<file path="config.mk">
export PLATFORM = sky130hd
export DESIGN_NAME = double_pulse_test_sequencer
export DESIGN_NICKNAME = d
export VERILOG_FILES = /design/src/rtl/dpts_pkg.sv /design/src/rtl/double_pulse_test_sequencer.sv
export VERILOG_INCLUDE_DIRS = /design/src /design/src/rtl
export SDC_FILE = /design/constraint.sdc
export NUM_CORES = 1
export LEC_CHECK = 0
export ABC_AREA = 1
export BUFFER_PORTS_ARGS = -buffer_cell sky130_fd_sc_hd__buf_4
export CAP_MARGIN = 20
export CORE_ASPECT_RATIO = 2
export CORE_MARGIN = 2
export CORE_UTILIZATION = 45
export CTS_BUF_LIST = sky130_fd_sc_hd__clkbuf_4 sky130_fd_sc_hd__clkbuf_8 sky130_fd_sc_hd__clkbuf_16
export DETAILED_ROUTE_END_ITERATION = 16
export PLACE_DENSITY_LB_ADDON = 0.1
export RECOVER_POWER = 50
export SLEW_MARGIN = 40
export SYNTH_ARGS = -nofsm -noshare
export SYNTH_HDL_FRONTEND = slang
export SYNTH_SLANG_ARGS = --single-unit
</file>
<file path="constraint.sdc">
create_clock -name i_clk -period 7.5 [get_ports i_clk]
set_input_delay 1.5 -clock i_clk [delete_from_list [all_inputs] [get_ports i_clk]]
set_output_delay 1.5 -clock i_clk [all_outputs]
set_load 0.05 [all_outputs]
</file>
<file path="src/rtl/double_pulse_test_sequencer_assert.svh">
// Assertion macros used by the sequencer RTL.
`ifndef DOUBLE_PULSE_TEST_SEQUENCER_ASSERT_SVH
`define DOUBLE_PULSE_TEST_SEQUENCER_ASSERT_SVH

// Checked at every clock edge outside reset.
`define DPTS_ASSERT(name, prop, msg) \
    name: assert property (@(posedge i_clk) disable iff (!i_rst_n) (prop)) else $error(msg);

// Checked at every clock edge, reset included.
`define DPTS_ASSERT_ALWAYS(name, prop, msg) \
    name: assert property (@(posedge i_clk) (prop)) else $error(msg);

`endif

</file>
<file path="src/rtl/dpts_pkg.sv">
`timescale 1ns / 1ps

package dpts_pkg;

    localparam int ELAPSED_WIDTH  = 32;
    localparam int INTERVAL_WIDTH = 16;
    localparam int CURRENT_WIDTH  = 16;

    // Widths of the fields and registers as seen on the ports.
    localparam int SAMPLE_FIELD_W  = 16;
    localparam int TIMEOUT_FIELD_W = 32;
    localparam int TICKS_FIELD_W   = 16;
    localparam int CFG_DATA_W      = 32;
    localparam int CFG_INDEX_W     = 3;
    localparam int OUT_TDATA_W     = 8;

    // Compare widths wide enough for both operands.
    localparam int ELAPSED_CMP_W  = (ELAPSED_WIDTH > TIMEOUT_FIELD_W) ?
                                    ELAPSED_WIDTH : TIMEOUT_FIELD_W;
    localparam int INTERVAL_CMP_W = (INTERVAL_WIDTH > TICKS_FIELD_W) ?
                                    INTERVAL_WIDTH : TICKS_FIELD_W;

    typedef enum logic [1:0] {
        OP_TICK   = 2'd0,
        OP_SAMPLE = 2'd1,
        OP_ARM    = 2'd2,
        OP_ABORT  = 2'd3
    } t_opcode;

    typedef enum logic [2:0] {
        PH_IDLE     = 3'd0,
        PH_CHARGING = 3'd1,
        PH_DEADTIME = 3'd2,
        PH_PULSE2   = 3'd3,
        PH_DONE     = 3'd4,
        PH_FAULT    = 3'd5
    } t_phase;

    localparam logic [CFG_INDEX_W-1:0] REG_LIMIT_CURRENT   = 3'd0;
    localparam logic [CFG_INDEX_W-1:0] REG_GOAL_CURRENT    = 3'd1;
    localparam logic [CFG_INDEX_W-1:0] REG_CHARGE_TIMEOUT  = 3'd2;
    localparam logic [CFG_INDEX_W-1:0] REG_GAP_TICKS       = 3'd3;
    localparam logic [CFG_INDEX_W-1:0] REG_SECOND_PULSE    = 3'd4;

    // A 16-bit field taken as a two's complement number of CURRENT_WIDTH bits:
    // narrower widths keep the low bits, wider ones zero-extend.
    function automatic logic signed [CURRENT_WIDTH-1:0] to_current(
        input logic [SAMPLE_FIELD_W-1:0] v
    );
        logic [63:0] ext;
        ext = {{(64-SAMPLE_FIELD_W){1'b0}}, v};
        return $signed(ext[CURRENT_WIDTH-1:0]);
    endfunction

endpackage

</file>
<file path="src/rtl/double_pulse_test_sequencer.sv">
`timescale 1ns / 1ps
// Channel   Direction  Handshake               Payload
// s_axis    in         i_s_tvalid/o_s_tready   tuser: opcode; tdata: current_sample
// m_axis    out        o_m_tvalid/i_m_tready   tdata: switch_on, phase
// cfg       in         i_cfg_valid/o_cfg_ready i_cfg_index, i_cfg_data
//
// One request per clock cycle; its result is visible in the cycle after acceptance.
// The sequencer state registers double as the result register, so a new request
// is taken whenever no result is pending or the pending one is being taken.
// A stalled result holds the input side off until it is consumed.
// Synchronous active-low reset returns to idle with the switch off and the
// configuration registers at their defaults.

`include "double_pulse_test_sequencer_assert.svh"

module double_pulse_test_sequencer (
    input  logic                                    i_clk,
    input  logic                                    i_rst_n,
    // Input stream.
    input  logic                                    i_s_tvalid,
    output logic                                    o_s_tready,
    input  logic [dpts_pkg::SAMPLE_FIELD_W-1:0]     i_s_tdata,   // [15:0] current_sample
    input  logic [1:0]                              i_s_tuser,   // [1:0] opcode
    // Result stream.
    output logic                                    o_m_tvalid,
    input  logic                                    i_m_tready,
    output logic [dpts_pkg::OUT_TDATA_W-1:0]        o_m_tdata,   // [0] switch_on, [3:1] phase
    // Configuration writes.
    input  logic                                    i_cfg_valid,
    output logic                                    o_cfg_ready,
    input  logic [dpts_pkg::CFG_INDEX_W-1:0]        i_cfg_index,
    input  logic [dpts_pkg::CFG_DATA_W-1:0]         i_cfg_data
);
    import dpts_pkg::*;

    localparam logic [ELAPSED_WIDTH-1:0]  ELAPSED_MAX  = '1;
    localparam logic [INTERVAL_WIDTH-1:0] INTERVAL_MAX = '1;

    logic [SAMPLE_FIELD_W-1:0]  r_limit_current;
    logic [SAMPLE_FIELD_W-1:0]  r_goal_current;
    logic [TIMEOUT_FIELD_W-1:0] r_charge_timeout;
    logic [TICKS_FIELD_W-1:0]   r_gap_ticks;
    logic [TICKS_FIELD_W-1:0]   r_second_pulse;

    t_phase                     r_phase, n_phase;
    logic                       r_drive, n_drive;
    logic [ELAPSED_WIDTH-1:0]   r_elapsed, n_elapsed;
    logic [INTERVAL_WIDTH-1:0]  r_interval, n_interval;
    logic                       r_out_valid;

    logic                       in_acc;
    t_opcode                    op;
    logic signed [CURRENT_WIDTH-1:0] sample, lim, goal;
    logic [INTERVAL_WIDTH-1:0]  interval_inc;
    logic [INTERVAL_CMP_W-1:0]  interval_target;
    logic                       interval_end;
    logic                       timed_out;

    assign o_cfg_ready = 1'b1;
    assign o_s_tready  = !r_out_valid || i_m_tready;
    assign in_acc      = i_s_tvalid && o_s_tready;
    assign o_m_tvalid  = r_out_valid;
    assign o_m_tdata   = {{(OUT_TDATA_W-4){1'b0}}, r_phase, r_drive};

    assign op     = t_opcode'(i_s_tuser);
    assign sample = to_current(i_s_tdata);
    assign lim    = to_current(r_limit_current);
    assign goal   = to_current(r_goal_current);

    always_ff @(posedge i_clk) begin
        if (!i_rst_n) begin
            r_limit_current  <= 16'h7FFF;
            r_goal_current   <= '0;
            r_charge_timeout <= '1;
            r_gap_ticks      <= '0;
            r_second_pulse   <= '0;
        end else if (i_cfg_valid) begin
            unique case (i_cfg_index)
                REG_LIMIT_CURRENT:  r_limit_current  <= i_cfg_data[SAMPLE_FIELD_W-1:0];
                REG_GOAL_CURRENT:   r_goal_current   <= i_cfg_data[SAMPLE_FIELD_W-1:0];
                REG_CHARGE_TIMEOUT: r_charge_timeout <= i_cfg_data[TIMEOUT_FIELD_W-1:0];
                REG_GAP_TICKS:      r_gap_ticks      <= i_cfg_data[TICKS_FIELD_W-1:0];
                REG_SECOND_PULSE:   r_second_pulse   <= i_cfg_data[TICKS_FIELD_W-1:0];
                default: ;
            endcase
        end
    end

    // The interval counter saturates; an interval ends on reaching its target
    // or the counter's maximum.
    assign interval_inc    = (r_interval != INTERVAL_MAX) ? r_interval + 1'b1 : r_interval;
    assign interval_target = (r_phase == PH_DEADTIME) ?
                             INTERVAL_CMP_W'(r_gap_ticks) : INTERVAL_CMP_W'(r_second_pulse);
    assign interval_end    = (INTERVAL_CMP_W'(interval_inc) >= interval_target) ||
                             (interval_inc == INTERVAL_MAX);
    assign timed_out       = ELAPSED_CMP_W'(r_elapsed) >= ELAPSED_CMP_W'(r_charge_timeout);

    always_comb begin
        n_phase    = r_phase;
        n_drive    = r_drive;
        n_elapsed  = r_elapsed;
        n_interval = r_interval;
        unique case (op)
            OP_TICK: begin
                if (r_phase == PH_CHARGING) begin
                    if (r_elapsed != ELAPSED_MAX) n_elapsed = r_elapsed + 1'b1;
                end else if (r_phase == PH_DEADTIME || r_phase == PH_PULSE2) begin
                    n_interval = interval_end ? '0 : interval_inc;
                    if (interval_end) begin
                        n_drive = (r_phase == PH_DEADTIME);
                        n_phase = (r_phase == PH_DEADTIME) ? PH_PULSE2 : PH_DONE;
                    end
                end
            end
            OP_SAMPLE: begin
                if (r_phase == PH_CHARGING) begin
                    priority if (sample >= lim || timed_out) begin
                        n_drive = 1'b0;
                        n_phase = PH_FAULT;
                    end else if (sample >= goal) begin
                        n_drive    = 1'b0;
                        n_phase    = PH_DEADTIME;
                        n_interval = '0;
                    end
                end
            end
            OP_ARM: begin
                if (goal < lim) begin
                    n_drive    = 1'b1;
                    n_phase    = PH_CHARGING;
                    n_elapsed  = '0;
                    n_interval = '0;
                end
            end
            OP_ABORT: begin
                n_drive    = 1'b0;
                n_phase    = PH_IDLE;
                n_elapsed  = '0;
                n_interval = '0;
            end
        endcase
    end

    always_ff @(posedge i_clk) begin
        if (!i_rst_n) begin
            r_phase     <= PH_IDLE;
            r_drive     <= 1'b0;
            r_elapsed   <= '0;
            r_interval  <= '0;
            r_out_valid <= 1'b0;
        end else begin
            if (in_acc) begin
                r_phase    <= n_phase;
                r_drive    <= n_drive;
                r_elapsed  <= n_elapsed;
                r_interval <= n_interval;
            end
            if (in_acc) begin
                r_out_valid <= 1'b1;
            end else if (i_m_tready) begin
                r_out_valid <= 1'b0;
            end
        end
    end

    // The switch conducts exactly in the two on-pulse phases.
    `DPTS_ASSERT(a_drive_phase, r_drive == (r_phase == PH_CHARGING || r_phase == PH_PULSE2), "switch drive disagrees with phase")
    // The interval counter only runs while a timed interval is in progress.
    `DPTS_ASSERT(a_interval_idle, (r_phase == PH_DEADTIME || r_phase == PH_PULSE2) || r_interval == '0, "interval counter left running")
    `DPTS_ASSERT(a_abort_idle, in_acc && op == OP_ABORT |=> r_phase == PH_IDLE && !r_drive && r_elapsed == '0, "abort did not return to idle")
    `DPTS_ASSERT_ALWAYS(a_result_follows, i_rst_n && in_acc |=> r_out_valid, "accepted request produced no result")

endmodule

</file>
Word-level counts from Yosys, hierarchy flattened. Index checks and enable logic that the tools add are counted.

Reductions and logical operators: 18. Magnitude comparators: 5. $add $sub $neg: 2. Equality and inequality tests: 23. Multiplexer cells: 33.

Operators with widths (number): $mux W16 (9); $mux W32 (3); $pmux W32 S3 (1); $pmux W16 S4 (1); $ge A16 B16 Y1 (3); $add A32 B1 Y32 const B (1); $ge A32 B32 Y1 (1); $ne A32 B32 Y1 const B (1); $mux W3 (8); $ne A2 B2 Y1 const B (9); $add A16 B1 Y16 const B (1); $eq A16 B16 Y1 const B (1); $lt A16 B16 Y1 (1); $ne A16 B16 Y1 const B (1); $reduce_and A7 Y1 (2); $eq A3 B2 Y1 const B (4); $pmux W3 S4 (1); $reduce_and A2 Y1 (5); $mux W1 (9); $eq A3 B1 Y1 const B (2); $reduce_and A5 Y1 (1); $eq A2 B2 Y1 const B (2); $logic_or A1 B1 Y1 (4); $pmux W1 S4 (1); 9 further kinds (9).

Output and inout bits: 11. Logic and storage cells: 91. Input bits: 58. Bits in registers: 149.

Logic depth before layout (Yosys ltp).
Depth in word-level cells: 8. Depth in mapped cells: 24. Gate-level depth less buffers: 24.

Worst setup path after synthesis. Ideal clock, no wire load.

Kind: input-to-output. Start point: input i_m_tready. End point: output o_s_tready. Arrival: 1881 ps. Path slack: 4119 ps. Stages on the path: 2. Path buffers: 0. Required time: 6000 ps. Cells stage by stage: inv_1 nand2_1.

Cells in the longest elaborated chain, start to end: 1.

RTL lines: start, declared (RTL line double_pulse_test_sequencer.sv:26) `input logic i_m_tready,`; $logic_or A1 B1 Y1 (RTL line double_pulse_test_sequencer.sv:60) `assign o_s_tready = !r_out_valid || i_m_tready;`; end, declared (RTL line double_pulse_test_sequencer.sv:21) `output logic o_s_tready,`.

No other way between the ends.

Final worst setup path.
Start point: input i_s_tuser[1]. End point: register r_elapsed[16].

Cells in the longest elaborated chain, start to end: 3. Elaborated cells on any way between the ends: 9. Those cells by class: eq/ne (5); mux (1); reduce/logical (3).

RTL lines: start, declared (RTL line double_pulse_test_sequencer.sv:23) `input logic [1:0] i_s_tuser,`; $eq A2 B2 Y1 or $logic_not A2 Y1 (tied branches) (RTL line double_pulse_test_sequencer.sv:103) `unique case (op)`; $ne A2 B2 Y1 (no line) or $reduce_bool A3 Y1 (tied branches); $reduce_and A5 Y1 (no line); end signal, assigned (RTL line double_pulse_test_sequencer.sv:155) `r_elapsed <= n_elapsed;`; end, declared (RTL line double_pulse_test_sequencer.sv:47) `logic [ELAPSED_WIDTH-1:0] r_elapsed, n_elapsed;`.

Parallel ways exist; a longest one is shown, timed or not. A chain may end at the register's enable or synchronous reset.

==> flow_summary.yaml <==
critical_path:
  worstSetupStartpointType: "input pin"
  worstPathArrival_ns: 4.02
  cp_cell_sequence: "buf_4 > nor2_1 > nand2_1 > nor3_1 > nand4_1 > nand4_1 > inv_2 > nand2_2 > o21ai_2 > nor3_1"
  worstPathRequired_ns: 7.79
  cpPeakStageDelay_ns: 0.75
  critical_path_peak_fanout: 39
  timing_worst_setup_path_type: "in -> reg"
  slowest_stage: "o21ai_2"
  cp-end-kind: "flop"
sta:
  fin_crit_ns: 3.73
  final-hold-violation-count: 0
  maxClockFrequency_mhz: 268
  worst_slew_pin_slew_ns: 1.23
  grt_setup_unrepaired: "no"
  finalMaxSlewViolations: 0
  finalClockSkew_ns: 0.0100
  fin_ws_ns: 3.77
  setup_tns_ns: 0
  timing.final.setup_violations: 0
  maxSlewHeadroom_pct: 18.2
  period_share_pct: 49.7
floorplan:
  die_x_um: 107
  num_rows: 75
  chipHeight_um: 209
  dieArea_um2: 22300
  ioPinCount: 69
  start_util_pct: 45.4
  core_area_um2: 20800
placement:
  globalplace.congestion: 0.976
  dp_slack_ns: 3.32
  numPortBuffers: 63
  dp.final_hpwl_mm: 21.2
grt:
  globalRouteOverflowTotal: 0
  track_usage_pct: 25.4
  grt_pass1_vias: 8617
  grt_first_pass_wirelength_mm: 43.6
  grt_max_degree: 96
  antenna_found_initial: 0
detailed_routing:
  wl_mm: 27.6
  wire_per_inst_um: 16.2
  via_count: 8984
  drtAntennaViolNets: 0
  drc: 0
  first_pass_iters: 5
  drt_iter0_markers: 346
  avgViaCountPerCell: 5.28
power:
  powerDensity_nw_per_um2: 196
  power_leakage_nw: 4.83
  ir_worst_vdd_mv: 0.140
clock_network:
  h-tree-depth: 4
  clock_latency_ns: 0.44
  cts_hold_buf: 0
  post_cts_resized: 0
  cts_setup_buffers: 0
  root_buffer: "clkbuf_16"
  cts_buffer_depth: 2
  cts.clk_slew.worst_paths_ns: 0.06
  cts_made_buffers: 17
  cts_tree: "yes"
  clock-sinks: 149
yosys:
  yosysSeqAreaShare_pct: 31.5
  synth_top_area_share_pct: 31.5
  syn_inst: 1385
  synth_warnings: 0
  synth_cell_types: 40
  synth_area_leader_cell: "dfxtp_1"
  syn_area_um2: 9470
  avgSynthCellArea_um2: 6.84
  synth_seq_cells: 149
  synthTopCellsByArea: "dfxtp_1, ha_1, nand2_1"
flow_run:
  drv_cap: 0
finish:
  drive_gt1_share_pct: 8.67
  areaGrowthSynthToFinish_pct: 13.4
  n_antenna_cell: 0
  nets: 1574
outcome:
  outcome: "finished, final reports clean"
worst_hold_path:
  hp-class: "reg -> reg"
==> report_power, final <==
part           leakage, nW  switching (W)  internal, W
clock                0.317       0.000364     0.000580
combinational         3.30       0.000207     0.000107
sequential            1.21      0.0000199     0.000821
total                 4.83       0.000591      0.00151
==> critical path: cells and delay by family <==
kind | cells | cell delay, ns
and+or+nand+nor | 7 | 1.17
buffers and inverters | 2 | 0.58
AOI/OAI and AO/OA | 1 | 0.75
==> sequential cells by signal, summed over array words and instances (netlist names) <==
register and count:
r_gap_ticks 16, r_charge_timeout 32, r_drive 1, r_elapsed 32
goal 16, r_interval 16, lim 16, r_second_pulse 16
o_m_tvalid 1, r_phase 3
==> cell families after synthesis <==
| family | after synthesis | share of synthesized area (%) |
|---|---|---|
| other cells | 2 | 0.0793 |
| buf+inv | 224 | 9.46 |
| compound gates | 273 | 16.0 |
| simple gates | 617 | 28.0 |
| fa+ha+maj | 97 | 12.8 |
| flops | 149 | 31.5 |
| xor+xnor | 23 | 2.13 |
==> path summary, 6_finish.rpt <==
kind / start / endpoint / slack [ns] / depth (start not counted)
setup / recovery: i_s_tuser[1] / r_elapsed[16] / 3.77 / 10
hold / removal: r_gap_ticks[6] / r_gap_ticks[6] / 0.45 / 2
setup reg to reg: lim[9] / r_elapsed[16] / 4.11 / 13
hold reg to reg: r_gap_ticks[6] / r_gap_ticks[6] / 0.45 / 2
==> layer usage <==
| layer | GRT usage, % | share of wire (%) | vias to the layer above |
|---|---|---|---|
| met1 | 24.4 | 36 | 4110 |
| met3 | 4.18 | 3.2 | 73 |
| met4 | 12.4 | 4.8 | 0 |
| met2 | 50.2 | 56 | 172 |
| li1 | - | - | 4629 |
| met5 | 0 | 0 | - |
==> layout by cell type, fill, tap and decap left out, types with 2 or more instances in the layout <==
master,n
nand2_1,306
inv_1,161
nor2_1,152
dfxtp_1,149
a21oi_1,116
ha_1,97
o21ai_0,94
nand3_1,73
buf_4,65
o211ai_1,46
nor3_1,28
nand4_1,21
clkbuf_16,17
xor2_1,14
xnor2_1,9
nor3b_1,8
nor4_1,6
conb_1,5
clkbuf_1,5
nor3_2,4
inv_2,4
bufinv_16,4
clkinv_4,4
nand3_2,3
nand2_2,3
nor2_4,3
nand2_4,3
o21bai_1,3
o21ai_2,3
nand3b_1,3
a21o_1,3
o21a_1,3
inv_6,3
nor2_2,2
clkbuf_8,2
==> metrics by stage <==
stage	util, %	total power (W)	hold WS (ns)	instances	cell area [µm²]
after detailed placement	48.5	0.00118	0.447	1669	10100
final	51.5	0.00210	0.455	1700	10700
after global routing	51.5	0.00220	0.467	1700	10700
after global placement	48.4	0.00117	0.441	1669	10100
after floorplan	-	0.00107	0.425	1388	9480
after CTS	51.6	0.00212	0.457	1700	10800
==> synthesized netlist by cell type <==
cell,count
nand2_1,306
inv_1,162
nor2_1,153
dfxtp_1,149
a21oi_1,116
ha_1,97
o21ai_0,94
nand3_1,74
o211ai_1,46
clkbuf_1,36
nor3_1,30
nand4_1,21
xor2_1,14
buf_4,10
xnor2_1,9
buf_2,8
nor3b_1,8
nor4_1,6
buf_1,4
a21o_1,3
inv_2,3
nand2_2,3
nand2_4,3
nand3b_1,3
o21a_1,3
o21ai_1,3
o21bai_1,3
conb_1,2
nand3_2,2
nor2_2,2
nor2_4,2
nor3_2,2
a211oi_1,1
a21boi_0,1
a31o_2,1
a31oi_1,1
and3_1,1
buf_6,1
nor2_8,1
o21ai_2,1
==> final cells by class <==
type / instances / area (µm²)
clock inverter: 12 / 193
clock buffer: 19 / 453
timing repair buffer: 71 / 518
inverter: 165 / 619
multi-input combinational: 1015 / 5630
fill: 2172 / 10100
tap: 269 / 337
sequential: 149 / 2980
(Power assumes the default switching activity.)
